<file path="src/rtl/tfc_pkg.sv">
// Shared types and constants for the texel format converter core.
// No dependencies; imported by every RTL module of the block.
package tfc_pkg;

    localparam int unsigned TEXEL_W         = 16;
    localparam int unsigned MODE_W          = 3;
    localparam int unsigned SRC_W           = 32;
    localparam int unsigned TFC_QUEUE_DEPTH = 4;

    // Source format selector
    localparam logic [MODE_W-1:0] MODE_RGBA16 = 3'd0;
    localparam logic [MODE_W-1:0] MODE_RGBA32 = 3'd1;
    localparam logic [MODE_W-1:0] MODE_IA4    = 3'd2;
    localparam logic [MODE_W-1:0] MODE_IA8    = 3'd3;
    localparam logic [MODE_W-1:0] MODE_IA16   = 3'd4;
    localparam logic [MODE_W-1:0] MODE_I4     = 3'd5;
    localparam logic [MODE_W-1:0] MODE_I8     = 3'd6;

    // One converted source unit: one or two finished texels
    typedef struct packed {
        logic [TEXEL_W-1:0] texel0;
        logic [TEXEL_W-1:0] texel1;
        logic               pair;
        logic               final_req;
    } tfc_entry_t;

    typedef struct packed {
        logic       valid;
        tfc_entry_t entry;
    } tfc_push_t;

    typedef struct packed {
        logic       valid;
        tfc_entry_t entry;
    } tfc_head_t;

endpackage

</file>
<file path="src/rtl/tfc_front.sv">
// Front end: accepts source units and converts them into finished texels.
// Depends on tfc_pkg; feeds tfc_fifo.
module tfc_front
    import tfc_pkg::*;
(
    input  logic              s_tvalid,
    output logic              s_tready,
    input  logic [SRC_W-1:0]  s_tdata,
    input  logic [MODE_W-1:0] s_tuser,
    input  logic              s_tlast,
    input  logic              full,
    output tfc_push_t         push
);

    // Alpha on top, intensity copied into blue, green and red
    function automatic logic [TEXEL_W-1:0] grey5(input logic [4:0] i5, input logic a);
        return {a, i5, i5, i5};
    endfunction

    logic [7:0] b0;
    logic [7:0] b1;
    logic [7:0] b2;
    logic [7:0] b3;

    assign b0 = s_tdata[7:0];
    assign b1 = s_tdata[15:8];
    assign b2 = s_tdata[23:16];
    assign b3 = s_tdata[31:24];

    assign s_tready = !full;

    always_comb begin
        push.valid           = s_tvalid;
        push.entry.texel0    = '0;
        push.entry.texel1    = '0;
        push.entry.pair      = 1'b0;
        push.entry.final_req = s_tlast;
        unique case (s_tuser)
            MODE_RGBA16: begin
                // R5 G5 B5 A1 from the top bit of byte0 down
                push.entry.texel0 = {b1[0], b1[5:1], b0[2:0], b1[7:6], b0[7:3]};
            end
            MODE_RGBA32: begin
                push.entry.texel0 = {b3[7], b2[7:3], b1[7:3], b0[7:3]};
            end
            MODE_IA4: begin
                push.entry.texel0 = grey5({b0[7:5], b0[7:6]}, b0[4]);
                push.entry.texel1 = grey5({b0[3:1], b0[3:2]}, b0[0]);
                push.entry.pair   = 1'b1;
            end
            MODE_IA8: begin
                push.entry.texel0 = grey5({b0[7:4], b0[7]}, b0[3]);
            end
            MODE_IA16: begin
                push.entry.texel0 = grey5(b0[7:3], b1[7]);
            end
            MODE_I4: begin
                push.entry.texel0 = grey5({b0[7:4], b0[7]}, b0[7]);
                push.entry.texel1 = grey5({b0[3:0], b0[3]}, b0[3]);
                push.entry.pair   = 1'b1;
            end
            MODE_I8: begin
                push.entry.texel0 = grey5(b0[7:3], b0[7]);
            end
            default: begin
                // unused selector: a single blank texel keeps the frame end
                push.entry.texel0 = '0;
            end
        endcase
    end

endmodule

</file>
<file path="src/rtl/tfc_fifo.sv">
// Short queue between front and back end of the texel format converter.
// Depends on tfc_pkg; instantiated by the top level.
module tfc_fifo
    import tfc_pkg::*;
#(
    parameter int unsigned DEPTH = TFC_QUEUE_DEPTH
) (
    input  logic      aclk,
    input  logic      aresetn,
    input  tfc_push_t push,
    output logic      full,
    output tfc_head_t head,
    input  logic      pop
);

    localparam int unsigned PTR_W = (DEPTH > 1) ? $clog2(DEPTH) : 1;
    localparam int unsigned CNT_W = $clog2(DEPTH + 1);

    tfc_entry_t       mem_reg [DEPTH];
    logic [PTR_W-1:0] wr_ptr_reg;
    logic [PTR_W-1:0] wr_ptr_next;
    logic [PTR_W-1:0] rd_ptr_reg;
    logic [PTR_W-1:0] rd_ptr_next;
    logic [CNT_W-1:0] count_reg;
    logic [CNT_W-1:0] count_next;
    logic             push_fire;
    logic             pop_fire;

    assign full       = (count_reg == CNT_W'(DEPTH));
    assign head.valid = (count_reg != '0);
    assign head.entry = mem_reg[rd_ptr_reg];
    assign push_fire  = push.valid && !full;
    assign pop_fire   = pop && head.valid;

    always_comb begin
        wr_ptr_next = wr_ptr_reg;
        rd_ptr_next = rd_ptr_reg;
        if (push_fire) begin
            wr_ptr_next = (wr_ptr_reg == PTR_W'(DEPTH - 1)) ? '0 : wr_ptr_reg + 1'b1;
        end
        if (pop_fire) begin
            rd_ptr_next = (rd_ptr_reg == PTR_W'(DEPTH - 1)) ? '0 : rd_ptr_reg + 1'b1;
        end
        case ({push_fire, pop_fire})
            2'b10:   count_next = count_reg + 1'b1;
            2'b01:   count_next = count_reg - 1'b1;
            default: count_next = count_reg;
        endcase
    end

    always_ff @(posedge aclk) begin
        if (!aresetn) begin
            wr_ptr_reg <= '0;
            rd_ptr_reg <= '0;
            count_reg  <= '0;
        end else begin
            wr_ptr_reg <= wr_ptr_next;
            rd_ptr_reg <= rd_ptr_next;
            count_reg  <= count_next;
        end
    end

    always_ff @(posedge aclk) begin
        if (push_fire) begin
            mem_reg[wr_ptr_reg] <= push.entry;
        end
    end

endmodule

</file>
<file path="src/rtl/tfc_back.sv">
// Back end: walks the queue head out as one texel per result item.
// Depends on tfc_pkg; drains tfc_fifo into the output register.
module tfc_back
    import tfc_pkg::*;
(
    input  logic               aclk,
    input  logic               aresetn,
    input  tfc_head_t          head,
    output logic               pop,
    output logic               m_tvalid,
    input  logic               m_tready,
    output logic [TEXEL_W-1:0] m_tdata,
    output logic [0:0]         m_tuser,
    output logic               m_tlast
);

    logic               m_valid_reg;
    logic               m_valid_next;
    logic [TEXEL_W-1:0] texel_reg;
    logic [TEXEL_W-1:0] texel_next;
    logic               unit_last_reg;
    logic               unit_last_next;
    logic               image_end_reg;
    logic               image_end_next;
    logic               phase_reg;
    logic               phase_next;
    logic               load;

    assign load = head.valid && (!m_valid_reg || m_tready);

    always_comb begin
        m_valid_next   = m_valid_reg;
        texel_next     = texel_reg;
        unit_last_next = unit_last_reg;
        image_end_next = image_end_reg;
        phase_next     = phase_reg;
        pop            = 1'b0;
        if (load) begin
            m_valid_next = 1'b1;
            if (phase_reg) begin
                // second texel of a 4-bit unit: retire the entry
                texel_next     = head.entry.texel1;
                unit_last_next = 1'b1;
                image_end_next = head.entry.final_req;
                pop            = 1'b1;
                phase_next     = 1'b0;
            end else begin
                texel_next     = head.entry.texel0;
                unit_last_next = !head.entry.pair;
                image_end_next = head.entry.final_req && !head.entry.pair;
                pop            = !head.entry.pair;
                phase_next     = head.entry.pair;
            end
        end else if (m_tready) begin
            m_valid_next = 1'b0;
        end
    end

    always_ff @(posedge aclk) begin
        if (!aresetn) begin
            m_valid_reg <= 1'b0;
            phase_reg   <= 1'b0;
        end else begin
            m_valid_reg <= m_valid_next;
            phase_reg   <= phase_next;
        end
    end

    always_ff @(posedge aclk) begin
        texel_reg     <= texel_next;
        unit_last_reg <= unit_last_next;
        image_end_reg <= image_end_next;
    end

    assign m_tvalid   = m_valid_reg;
    assign m_tdata    = texel_reg;
    assign m_tuser[0] = unit_last_reg;
    assign m_tlast    = image_end_reg;

endmodule

</file>
<file path="src/rtl/texel_format_converter_core.sv">
// Top level of the texel format converter: front end, queue and back end.
// Depends on tfc_pkg, tfc_front, tfc_fifo and tfc_back.
//
// Converts a stream of source texel units (rgba16, rgba32, ia4, ia8, ia16,
// i4, i8) into 16-bit texels with alpha in bit 15, blue in 14:10, green in
// 9:5 and red in 4:0. Intensity formats widen a 3- or 4-bit intensity to
// 5 bits by repeating its top bits, keep the top 5 of an 8-bit one, and
// copy it to all color channels. One texel per source unit, but ia4 and
// i4 give two per byte, high nibble first. Selector 7 gives one zero texel.
// Rate: the output port carries one texel per cycle while m_tready is high, so
// one-texel formats sustain one item per cycle and the 4-bit formats give two
// texels per item; the single result port of the back end sets that rate. An
// accepted item is converted combinationally, written into the queue and then
// loaded into the output register. The queue of DEPTH entries lets input keep
// flowing while a result waits on m_tready, until the queue fills.
// m_tuser[0] flags the last texel of a source unit; m_tlast flags the last
// texel of the image and is only set together with m_tuser[0].
module texel_format_converter_core
    import tfc_pkg::*;
#(
    parameter int unsigned DEPTH = TFC_QUEUE_DEPTH
) (
    input  logic               aclk,
    input  logic               aresetn,
    // source units
    input  logic               s_tvalid,
    output logic               s_tready,
    input  logic [SRC_W-1:0]   s_tdata,   // byte0 [7:0], byte1 [15:8], byte2 [23:16], byte3 [31:24]
    input  logic [MODE_W-1:0]  s_tuser,   // mode [2:0]
    input  logic               s_tlast,   // final_req: last source unit of the image
    // converted texels
    output logic               m_tvalid,
    input  logic               m_tready,
    output logic [TEXEL_W-1:0] m_tdata,   // texel [15:0]
    output logic [0:0]         m_tuser,   // last_of_unit [0]
    output logic               m_tlast    // image_end: very last texel of the image
);

    tfc_push_t q_push;
    tfc_head_t q_head;
    logic      q_full;
    logic      q_pop;

    // Convert and classify each accepted unit; hold off when the queue fills
    tfc_front u_front (
        .s_tvalid (s_tvalid),
        .s_tready (s_tready),
        .s_tdata  (s_tdata),
        .s_tuser  (s_tuser),
        .s_tlast  (s_tlast),
        .full     (q_full),
        .push     (q_push)
    );

    // Decouple acceptance from result delivery
    tfc_fifo #(
        .DEPTH (DEPTH)
    ) u_fifo (
        .aclk    (aclk),
        .aresetn (aresetn),
        .push    (q_push),
        .full    (q_full),
        .head    (q_head),
        .pop     (q_pop)
    );

    // Emit one texel per cycle while m_tready is high; advance the queue on a unit's last texel
    tfc_back u_back (
        .aclk     (aclk),
        .aresetn  (aresetn),
        .head     (q_head),
        .pop      (q_pop),
        .m_tvalid (m_tvalid),
        .m_tready (m_tready),
        .m_tdata  (m_tdata),
        .m_tuser  (m_tuser),
        .m_tlast  (m_tlast)
    );

endmodule

</file>
<file path="config.mk">
export PLATFORM = sky130hd
export DESIGN_NAME = texel_format_converter_core
export DESIGN_NICKNAME = d
export VERILOG_FILES = /design/src/rtl/tfc_pkg.sv /design/src/rtl/tfc_front.sv /design/src/rtl/tfc_fifo.sv /design/src/rtl/tfc_back.sv /design/src/rtl/texel_format_converter_core.sv
export SDC_FILE = /design/constraint.sdc
export NUM_CORES = 1
export LEC_CHECK = 0
export BUFFER_PORTS_ARGS = -buffer_cell sky130_fd_sc_hd__buf_2
export CAP_MARGIN = 20
export CORE_MARGIN = 1.5
export CORE_UTILIZATION = 55
export DETAILED_ROUTE_END_ITERATION = 12
export PLACE_DENSITY = 0.8
export SKIP_CTS_REPAIR_TIMING = 1
export SLEW_MARGIN = 40
export SYNTH_ARGS = -nofsm -noshare
export SYNTH_HDL_FRONTEND = slang
export SYNTH_SLANG_ARGS = --single-unit
</file>
<file path="constraint.sdc">
create_clock -name aclk -period 3 [get_ports aclk]
set_input_delay 0 -clock aclk [delete_from_list [all_inputs] [get_ports aclk]]
set_output_delay 0 -clock aclk [all_outputs]
set_load 0.02 [all_outputs]
</file>
## After elaboration in Yosys (flattened, before gate mapping)

Memory sizes are Yosys's and may differ from the RTL's. A register that Yosys moved wholly into a read port is not among the register bits.
Cells that the tools add are included.

| operators by class | value |
|---|---|
| reduce and logical (&&, ||, !) cells | 12 |
| muxes and demuxes | 16 |
| add/sub/neg operators | 4 |
| equal/unequal tests | 11 |

Operators with widths:

| operator | number |
|---|---|
| $pmux 16 s7 | 1 |
| $pmux 17 s2 | 1 |
| $mux 16 | 1 |
| $eq 3x3->1 const B | 4 |
| $mux 1 | 8 |
| $mux 2 | 4 |
| $eq 2x2->1 const B | 3 |
| $eq 3x2->1 const B | 2 |
| $pmux 3 s2 | 1 |
| $add 2x1->2 const B | 2 |
| $logic_and 1x1->1 | 4 |
| $reduce_bool 2->1 | 2 |
| $add 3x1->3 const B | 1 |
| $eq 3x1->1 const B | 1 |
| $logic_not 1->1 | 3 |
| $logic_not 3->1 | 1 |
| $reduce_bool 3->1 | 1 |
| $sub 3x1->3 const B | 1 |
| $eq 2x1->1 const B | 1 |
| $logic_or 1x1->1 | 1 |

| word-level totals | value |
|---|---|
| memories kept | 1 |
| logic and storage cells | 52 |
| output and inout bits | 20 |
| input port bits | 40 |
| bits in writable memories | 136 |
| register bits | 27 |

Memory list:

| memory | depth | bits a word | rd ports | clocked after memory_dff | wr ports | RTL line | text |
|---|---|---|---|---|---|---|---|
| u_fifo.mem_reg | 4 | 34 | 1 | 1 | 1 | tfc_fifo.sv:19 | `tfc_entry_t mem_reg [DEPTH];` |

## Logic depth before layout (Yosys ltp)

Gate-level depths: netlist of run 1.

| logic depth | value |
|---|---|
| word-level depth | 7 |
| gate-level depth with buffers | 9 |
| mapped depth without buffers | 8 |

## Modules after synthesis

A second synthesis of run 1 with hierarchy kept.

| unflattened totals | value |
|---|---|
| cell total of the unflattened synthesis | 373 |
| area, all modules | 6982.9 um^2 |

By module, submodules not included:

| module | sequential area each (um^2) | area each (um^2) | times used | cells an instance |
|---|---|---|---|---|
| tfc_fifo | 4264.1 | 5450.2 | 1 | 234 |
| tfc_back | 580.6 | 890.9 | 1 | 50 |
| tfc_front | 0.0 | 641.9 | 1 | 89 |

## Least setup slack after synthesis of run 1

No wires, ideal clock.

| path | value |
|---|---|
| path kind | flip-flop to flip-flop |
| from | register (tool-made name) |
| to | register u_fifo.count_reg[2] |
| arrival | 2.184 ns |
| slack | 0.741 ns |
| library setup time | 0.076 ns |
| cell stages (with the launch flop) | 10 |
| path buffers | 1 |
| cells stage by stage | dfxtp_1 -> buf_2 -> or2_1 -> o22ai_1 -> nor2_1 -> ha_1 -> fa_1 -> xnor2_1 -> or3_1 -> a21boi_0 |

RTL lines:

| what | RTL line | text |
|---|---|---|
| end signal, assigned | tfc_fifo.sv:59 | `count_reg <= count_next;` |
| end, declared | tfc_fifo.sv:24 | `logic [CNT_W-1:0] count_reg;` |

==> metrics.yaml, run 1 <==
floorplan:
  rows: 35
  die_x_um: 100.6
  coreArea_sq_mm: 0.009240
  dieArea_sq_mm: 0.01011
  io_pins: 60
  start_util_pct: 56.66
  die_y_um: 100.6
worst_setup_path:
  cpMaxStageDelayCell: "fa_1"
  ff2ff_path_depth: 8
  r2r_end: "u_fifo.count_reg[2]$_SDFFE_PN0P_"
  startpoint_type: "register"
  slowest_delay_ps: 440
  critPathRequiredTime_ps: 3450
  crit_chain: "mux2i_1, o22ai_1, nor2_1, ha_1, fa_1, xnor2_1, or3_1, a21boi_0"
  cp_max_fo: 4
  arrival_ps: 2810
  worstSetupPathType: "reg2reg"
  rrSetupSlack_ps: 640
  crit_path_end_kind: "register"
grt:
  grt_pass1_wl_um: 15450
  grt_pass1_vias: 3066
  track_usage_pct: 21.67
  antenna_found_initial: 0
  grt-ovfl-total: 0
  grt_max_degree: 25
place:
  dp.cells: 494
  place_congestion: 0.7824
  dp_hpwl_um: 6153
  dpl_cell_area_sq_mm: 0.005632
  io_buffers: 49
power:
  irDropWorstVdd_uv: 555.1
  power_leakage_nw: 2.373
  total_power_mw: 5.853
  p_per_area_mw_per_mm2: 920.8
synthesis:
  synth-edff-count: 114
  ys_types: 40
  synth_top_area_share_pct: 65.39
  synth_ff_type: "edfxtp_1"
  synth_area_leaders: "edfxtp_1, mux4_2, dfxtp_1"
  ys_ff_latch: 125
  yosys_warnings: 0
  synth_area_per_cell_sq_um: 16.36
  async_reset_ff_share_pct: 0
  ys_seq_area_share_pct: 69.60
  synth_top_area_cell: "edfxtp_1"
  synth_area_sq_mm: 0.005235
  synth_nets: 367
  syn_inst: 320
clock_network:
  cts-htree-levels: 4
  ctsLongestPathBuffers: 2
  cts_buffers: 17
  cts-root-buf: "clkbuf_8"
  clk_latency_ps: 520
  cts_tree: "done"
  cts.clk_slew.worst_paths_ps: 60
  cts_sinks: 125
cells_and_area:
  drive_above_1_share_pct: 27.98
  area_delta_synth_final_pct: 21.41
  layoutNonFillerInstCount: 540
  final_area_sq_mm: 0.006356
  antenna_cells: 0
  finalNetCount: 445
  mostFrequentLayoutCells: "edfxtp_1, buf_2, inv_1"
  final_common_cell: "edfxtp_1"
  largest_reg_flops: 96
timing:
  slew_viol_final: 0
  relSlewSlack_pct: 49.79
  finalSetupTns_ps: 0
  hold_viol: 4
  fmax_ghz: 0.4240
  clock_skew_ps: 8.471
  rsz0062_at_grt: "false"
  finalCritPeriodShare_pct: 78.62
  finalCriticalPeriod_ps: 2359
  worst_pin_slew_ps: 752.4
  whs_ps: -8.058
  setup_viol: 0
min_path:
  min_to: "u_fifo.mem_reg[1][28]$_DFFE_PP_"
  hp-class: "in2reg"
  worstHoldStart: "s_tdata[9]"
  hold_depth: 3
drt:
  viasPerCell: 5.561
  drcViolationCount: 0
  top_layer: "met4"
  wl_met2_um: 5459
  drt_pass1_iterations: 4
  drt_iter0_drc: 226
  vias: 3003
  antenna_left: 0
  wl_per_cell_um: 18.85
  drt_wl_total_um: 10180
  wl_met3_um: 492
  wl_met1_um: 4022
flow_run:
  drv_cap: 0
outcome:
  status: "finished with violations"
  violations: "hold timing"
## where the power goes
group	leakage, nW	switching [mW]	internal, mW
Sequential	1.16	0.101	2.35
Clock	0.280	0.748	1.26
Combinational	0.937	0.850	0.543
## metrics by stage
stage / utilization (%) / setup WS (ps)
floorplan: - / 740.9
global placement: 60.95 / 765.5
detailed placement: 60.95 / 643.5
CTS: 67.27 / 634.3
global route: 68.79 / 453.9
finish: 68.79 / 641.3
## cell type report
class / instances / area (sq um)
multi-input combinational: 154 / 1409
inverter: 28 / 105.1
clock inverter: 15 / 170.2
timing repair buffer: 72 / 452.9
fill: 596 / 2884
tap: 129 / 161.4
clock buffer: 17 / 414.1
sequential: 125 / 3643
## synth_stat cells (all sizes together), types with 6 or more instances
master	count
mux2i	14
mux4	24
nand2	20
a22o	6
inv	28
dfxtp	11
edfxtp	114
a21oi	9
buf	8
o21ai	26
ha	6
and2	10
## worst max-delay path by stage
| stage | start | endpoint | cells past startpoint |
|---|---|---|---|
| 2_1_floorplan | register | u_fifo.count_reg[2]$_SDFFE_PN0P_ | 9 |
| 3_3_place_gp | register | u_fifo.count_reg[2]$_SDFFE_PN0P_ | 8 |
| 3_5_place_dp | register | u_fifo.count_reg[2]$_SDFFE_PN0P_ | 8 |
| 4_1_cts | register | u_fifo.count_reg[2]$_SDFFE_PN0P_ | 8 |
| 5_1_grt | register | u_fifo.count_reg[2]$_SDFFE_PN0P_ | 8 |
| 6_report | register | u_fifo.count_reg[2]$_SDFFE_PN0P_ | 8 |
## cell families (layout without fill, tap and decap cells)
kind of cell | after synthesis | in the layout | synth area share [%]
DFF | 125 | 125 | 69.60
AOI/OAI and AO/OA | 53 | 53 | 6.118
and+or+nand+nor | 52 | 52 | 5.210
buffers and inverters | 41 | 132 | 3.489
muxes | 40 | 40 | 13.43
adders and majority gates | 7 | 7 | 1.816
xor gates and xnor gates | 2 | 2 | 0.3347
## per-layer routing
| metal | GRT usage, % | vias up |
|---|---|---|
| met5 | 0 | - |
| met4 | 10.83 | 0 |
| met3 | 6.519 | 20 |
| met2 | 37.89 | 100 |
| met1 | 24.14 | 1502 |
| li1 | - | 1381 |
## critical path: cells and delay by family, from the launching register on
family	cells	cell delay [ps]
muxes	1	120
DFF	1	410
xor gates and xnor gates	1	150
adders and majority gates	2	700
AOI/OAI and AO/OA	2	480
and+or+nand+nor	2	430
(Power assumes the default switching activity.)
==> run 2: changes to the inputs <==
--- a/config.mk
+++ b/config.mk
@@ -8,9 +8,9 @@
 export BUFFER_PORTS_ARGS = -buffer_cell sky130_fd_sc_hd__buf_2
 export CAP_MARGIN = 20
 export CORE_MARGIN = 1.5
-export CORE_UTILIZATION = 55
+export CORE_UTILIZATION = 52
 export DETAILED_ROUTE_END_ITERATION = 12
-export PLACE_DENSITY = 0.8
+export PLACE_DENSITY = 0.79
 export SKIP_CTS_REPAIR_TIMING = 1
 export SLEW_MARGIN = 40
 export SYNTH_ARGS = -nofsm -noshare
==> constraint.sdc (replaced) <==
create_clock -name aclk -period 2 [get_ports aclk]
set_input_delay 0 -clock aclk [delete_from_list [all_inputs] [get_ports aclk]]
set_output_delay 0 -clock aclk [all_outputs]
set_load 0.02 [all_outputs]
==> run 2 against run 1 <==
The run still ends with hold timing left. Fmax increased by 21%. Cell count increased by 1.1%. Register-to-register slack got worse by 590 ps. Clock skew decreased by 2.2 ps. Combinational power increased by 60%. Worst setup slack got worse by 590 ps. Critical endpoint unchanged.
==> metrics.yaml, run 2 (same netlist as run 1, synthesis figures left out) <==
floorplan:
  rows: 36  # was 35
  coreArea_sq_mm: 0.009774  # was 0.009240 sq mm
  die_y_um: 103.3  # was 100.6 um
  dieArea_sq_mm: 0.01068  # was 0.01011 sq mm
  start_util_pct: 53.56  # was 56.66%
  die_x_um: 103.3  # was 100.6 um
  io_pins: 60  # unchanged
timing:
  whs_ps: -9.218  # was -8.058 ps
  finalCritPeriodShare_pct: 97.39  # was 78.62%
  fmax_ghz: 0.5134  # was 0.4240 GHz
  finalCriticalPeriod_ps: 1948  # was 2359 ps
  clock_skew_ps: 6.230  # was 8.471 ps
  fin_ws_ps: 52.30  # was 641.3 ps
  slew_viol_final: 0  # unchanged
  setup_viol: 0  # unchanged
  worst_pin_slew_ps: 509.9  # was 752.4 ps
  rsz0062_at_grt: "true"  # was false
  relSlewSlack_pct: 66.00  # was 49.79%
  hold_viol: 8  # was 4
drt:
  vias: 3035  # was 3003
  drt_iter0_drc: 241  # was 226
  drt_wl_total_um: 10280  # was 10180 um
  viasPerCell: 5.559  # was 5.561
  wl_per_cell_um: 18.83  # was 18.85 um
  drcViolationCount: 0  # unchanged
  antenna_left: 0  # unchanged
  drt_pass1_iterations: 4  # unchanged
min_path:
  hold_depth: 3  # unchanged
  hp-class: "in2reg"  # unchanged
  worstHoldStart: "s_tdata[10]"  # was s_tdata[9]
  min_to: "u_fifo.mem_reg[1][29]$_DFFE_PP_"  # was u_fifo.mem_reg[1][28]$_DFFE_PP_
cells_and_area:
  antenna_cells: 0  # unchanged
  finalNetCount: 447  # was 445
  drive_above_1_share_pct: 31.23  # was 27.98%
  largest_reg_flops: 96  # unchanged
  mostFrequentLayoutCells: "edfxtp_1, buf_2, inv_1"  # unchanged
  fillers: 632  # was 596
  area_delta_synth_final_pct: 22.78  # was 21.41%
  final_area_sq_mm: 0.006427  # was 0.006356 sq mm
  final_common_cell: "edfxtp_1"  # unchanged
grt:
  grt-ovfl-total: 0  # unchanged
  grt_pass1_vias: 3036  # was 3066
  grt_max_degree: 25  # unchanged
  grt_pass1_wl_um: 15620  # was 15450 um
  track_usage_pct: 21.02  # was 21.67%
  antenna_found_initial: 0  # unchanged
clock_network:
  cts_sinks: 125  # unchanged
  cts_tree: "done"  # unchanged
  cts.clk_slew.worst_paths_ps: 60  # about the same
  clk_latency_ps: 510  # was 520 ps
  cts_buffers: 17  # unchanged
  cts-htree-levels: 4  # unchanged
  ctsLongestPathBuffers: 2  # unchanged
  cts-root-buf: "clkbuf_8"  # unchanged
power:
  p_per_area_mw_per_mm2: 1400  # was 920.8 mW/mm^2
  power_leakage_nw: 2.401  # was 2.373 nW
  total_power_mw: 9.001  # was 5.853 mW
  irDropWorstVdd_uv: 554.5  # was 555.1 uV
place:
  io_buffers: 49  # unchanged
  dpl_cell_area_sq_mm: 0.005680  # was 0.005632 sq mm
  preCtsSetupSlack_ps: 34.43  # was 643.5 ps
  place_congestion: 0.8768  # was 0.7824
  dp_hpwl_um: 6419  # was 6153 um
worst_setup_path:
  critPathRequiredTime_ps: 2450  # was 3450 ps
  ff2ff_path_depth: 8  # unchanged
  rrSetupSlack_ps: 50  # was 640 ps
  r2r_end: "u_fifo.count_reg[2]$_SDFFE_PN0P_"  # unchanged
  cp_max_fo: 4  # unchanged
  crit_path_end_kind: "register"  # unchanged
  worstSetupPathType: "reg2reg"  # unchanged
  arrival_ps: 2390  # was 2810 ps
  startpoint_type: "register"  # unchanged
flow_run:
  drv_cap: 0  # unchanged
outcome:
  status: "finished with violations"  # unchanged
  violations: "hold timing"  # unchanged
==> run 2: worst max-delay path, cell delays in order, from the launching register on <==
cell and delay, ps:
dfxtp_2 340, mux2i_2 160, o22ai_2 210, nor2_2 70
ha_2 190, fa_2 330, xnor2_1 140, or3_1 310
a21boi_1 120
==> run 2: how the worst max path moves through the flow <==
stage	startpoint	end	slack [ps]	cells past startpoint
floorplan	register	u_fifo.count_reg[2]$_SDFFE_PN0P_	20	9
global placement	register	u_fifo.count_reg[2]$_SDFFE_PN0P_	70	8
detailed placement	register	u_fifo.count_reg[2]$_SDFFE_PN0P_	30	8
CTS	register	u_fifo.count_reg[2]$_SDFFE_PN0P_	8	8
global route	register	u_fifo.count_reg[2]$_SDFFE_PN0P_	-20	8
finish	register	u_fifo.count_reg[2]$_SDFFE_PN0P_	50	8
==> run 2: cell type report <==
class / count / area, sq um / share of cell area (%)
clock inverters: 15 / 196.4 / 3.056
clock buffers: 17 / 414.1 / 6.443
repair buffers: 74 / 462.9 / 7.203
flip-flops and latches: 125 / 3645 / 56.71
multi-input cells: 154 / 1438 / 22.37
well taps: 133 / 166.4 / 2.589
inverters: 28 / 105.1 / 1.635
==> run 2: per-stage QoR <==
stage	TNS [ps]	utilization, %	cells
after global placement	0	58.12	502
after CTS	0	64.36	534
final	0	65.76	546
after detailed placement	0	58.12	502
after floorplan	0	-	320
after global routing	-21.71	65.76	546
==> run 2: report_power, final <==
group          switching [mW]  internal [mW]  total (mW)
Sequential              0.153           3.52        3.67
Clock                    1.08           2.02        3.10
Combinational            1.32          0.910        2.23
==> run 2: layer usage <==
metal	up-vias	GRT usage, %	wire (um)
met3	19	6.519	509
met1	1524	24.66	4131
li1	1390	-	-
met4	0	9.875	198
met2	102	35.63	5442
met5	-	0	0
==> run 3: changes to the inputs <==
--- a/config.mk
+++ b/config.mk
@@ -8,9 +8,9 @@
 export BUFFER_PORTS_ARGS = -buffer_cell sky130_fd_sc_hd__buf_2
 export CAP_MARGIN = 20
 export CORE_MARGIN = 1.5
-export CORE_UTILIZATION = 52
+export CORE_UTILIZATION = 55
 export DETAILED_ROUTE_END_ITERATION = 12
-export PLACE_DENSITY = 0.79
+export PLACE_DENSITY = 0.8
 export SKIP_CTS_REPAIR_TIMING = 1
 export SLEW_MARGIN = 40
 export SYNTH_ARGS = -nofsm -noshare
==> constraint.sdc (replaced) <==
create_clock -name aclk -period 2.35 [get_ports aclk]
set_input_delay 0 -clock aclk [delete_from_list [all_inputs] [get_ports aclk]]
set_output_delay 0 -clock aclk [all_outputs]
set_load 0.02 [all_outputs]
==> run 3 against run 2 <==
The flow now finishes without violations. First-iteration DRC count rose by 5.8%. Combinational power is 15% lower. Cell count unchanged. Total power is 16% lower. Clock skew grew 1.2 ps. Worst hold slack improved by 13 ps. Clock power shrank 19%. Register-to-register slack better by 110 ps. Critical path depth did not move. Utilization grew 3.5 points. Sequential power is 14% lower. Die area down 5.3%. Largest power group unchanged.
==> metrics.yaml, run 3 (same netlist as run 1, synthesis figures left out) <==
outcome:
  status: "finished clean"  # was finished with violations
worst_setup_path:
  critPathRequiredTime_ps: 2790  # was 2450 ps
  crit_path_end_kind: "register"  # unchanged
  cp_max_fo: 5  # was 4
  arrival_ps: 2630  # was 2390 ps
  crit_buf_inv: 0  # unchanged
  crit_chain: "mux2i_1, o22ai_2, nor2_1, ha_1, fa_1, xnor2_1, or3_1, a21boi_0"  # was mux2i_2, o22ai_2, nor2_2, ha_2, fa_2, xnor2_1, or3_1, a21boi_1
  worstSetupPathType: "reg2reg"  # unchanged
  slowest_delay_ps: 440  # was 340 ps
  startpoint_type: "register"  # unchanged
  cpMaxStageDelayCell: "fa_1"  # was dfxtp_2
  crit_family: "adder cells"  # unchanged
floorplan:
  io_pins: 60  # unchanged
  die_x_um: 100.6  # was 103.3 um
  dieArea_sq_mm: 0.01011  # was 0.01068 sq mm
  die_y_um: 100.6  # was 103.3 um
  rows: 35  # was 36
  start_util_pct: 56.66  # was 53.56%
  coreArea_sq_mm: 0.009240  # was 0.009774 sq mm
place:
  io_buffers: 49  # unchanged
  dp.cells: 498  # was 502
  dp_hpwl_um: 6578  # was 6419 um
  place_congestion: 0.7804  # was 0.8768
power:
  seq_power_share_pct: 41.7  # was 40.8%
  p_per_area_mw_per_mm2: 1178  # was 1400 mW/mm^2
  p_int_mw: 5.370  # was 6.446 mW
  power_switching_mw: 2.168  # was 2.555 mW
  p_clk_share_pct: 33.2  # was 34.4%
  p_sw_share_pct: 28.76  # was 28.39%
  comb_power_share_pct: 25.1  # was 24.8%
  power_leakage_nw: 2.389  # was 2.401 nW
  irDropWorstVdd_uv: 573.1  # was 554.5 uV
clock_network:
  cts_sinks: 125  # unchanged
  cts-root-buf: "clkbuf_8"  # unchanged
  cts.clk_slew.worst_paths_ps: 60  # about the same
  clk_latency_ps: 520  # was 510 ps
  cts-htree-levels: 4  # unchanged
  cts_tree: "done"  # unchanged
  ctsLongestPathBuffers: 2  # unchanged
  cts_buffers: 17  # unchanged
timing:
  hold_viol: 0  # was 8
  worst_pin_slew_ps: 536.3  # was 509.9 ps
  slew_viol_final: 0  # unchanged
  finalCritPeriodShare_pct: 93.18  # was 97.39%
  setup_viol: 0  # unchanged
  fmax_ghz: 0.4567  # was 0.5134 GHz
  clock_skew_ps: 7.448  # was 6.230 ps
  finalCriticalPeriod_ps: 2190  # was 1948 ps
  finalSetupTns_ps: 0  # unchanged
  relSlewSlack_pct: 64.24  # was 66.00%
  rsz0062_at_grt: "false"  # was true
cells_and_area:
  largest_reg_flops: 96  # unchanged
  finalNetCount: 451  # was 447
  final_common_cell: "edfxtp_1"  # unchanged
  drive_above_1_share_pct: 29.02  # was 31.23%
  mostFrequentLayoutCells: "edfxtp_1, buf_2, inv_1"  # unchanged
  layoutNonFillerInstCount: 546  # unchanged
  finish.utilization_pct: 69.26  # was 65.76%
  area_delta_synth_final_pct: 22.25  # was 22.78%
  antenna_cells: 0  # unchanged
grt:
  antenna_found_initial: 0  # unchanged
  track_usage_pct: 21.88  # was 21.02%
  grt_max_degree: 25  # unchanged
  grt_pass1_wl_um: 15520  # was 15620 um
  grt_pass1_vias: 3031  # was 3036
  grt-ovfl-total: 0  # unchanged
drt:
  drt_wl_total_um: 10700  # was 10280 um
  vias: 3110  # was 3035
  wl_per_cell_um: 19.59  # was 18.83 um
  drcViolationCount: 0  # unchanged
  drt_pass1_iterations: 4  # unchanged
  drt_iter0_drc: 255  # was 241
  viasPerCell: 5.696  # was 5.559
  antenna_left: 0  # unchanged
flow_run:
  drv_cap: 0  # unchanged
min_path:
  hp-class: "in2reg"  # unchanged
run 3: cell types whose count changed in the layout (fill, tap and decap cells not counted), sizes merged:
cell         delta
buf             +2
clkbuf          +2
clkinv          -2
clkinvlp        +2
dlygate4sd3     +2
bufinv          -1
inv             -1
run 3: worst paths after layout:
| path | end | cells past startpoint | slack [ps] | start |
|---|---|---|---|---|
| max | u_fifo.count_reg[2]$_SDFFE_PN0P_ | 8 | 160 | register |
| max reg2reg | u_fifo.count_reg[2]$_SDFFE_PN0P_ | 8 | 160 | register |
| min | u_fifo.mem_reg[0][29]$_DFFE_PP_ | 3 | 4 | s_tdata[10] |
| min reg2reg | u_fifo.wr_ptr_reg[0]$_SDFFE_PN0P_ | 2 | 520 | u_fifo.wr_ptr_reg[0]$_SDFFE_PN0P_ |
run 3: final cells by class:
| type | instances | area [sq um] |
|---|---|---|
| Multi-Input combinational cell | 154 | 1420 |
| Tap cell | 129 | 161.4 |
| Fill cell | 601 | 2840 |
| Clock buffer | 19 | 421.7 |
| Clock inverter | 13 | 148.9 |
| Sequential cell | 125 | 3645 |
| Inverter | 28 | 105.1 |
| Timing Repair Buffer | 78 | 498.0 |
run 3: power groups by stage:
stage,Combinational (mW),Sequential [mW],Clock [mW]
3_3_place_gp,1.76,3.14,0
6_report,1.89,3.14,2.50
4_1_cts,1.81,3.13,2.53
3_5_place_dp,1.80,3.17,0
5_1_grt,2.06,3.17,2.64
2_1_floorplan,1.01,3.38,0
run 3: routing by layer:
layer / vias to the layer above / track usage (%) / routed length [um] / share of wire, %
met2: 132 / 36.05 / 5561 / 52
met5: - / 0 / 0 / 0
met4: 0 / 14.08 / 352 / 3.3
li1: 1392 / - / - / -
met3: 33 / 6.449 / 655 / 6.1
met1: 1553 / 25.11 / 4127 / 39
run 3: worst register-to-register path, cell delays in order, from the launching register on:
cell	delay (ps)
dfxtp_2	390
mux2i_1	120
o22ai_2	210
nor2_1	100
ha_1	250
fa_1	440
xnor2_1	140
or3_1	300
a21boi_0	170
run 3: through the flow:
step	hold WS (ps)	setup WS, ps	power [mW]	area (sq um)
floorplan	98.87	90.91	4.394	5235
global placement	214.9	144.5	4.901	5662
detailed placement	225.9	46.24	4.970	5662
CTS	-321.4	33.30	7.474	6232
global route	15.20	47.00	7.865	6400
finish	3.865	160.4	7.538	6400
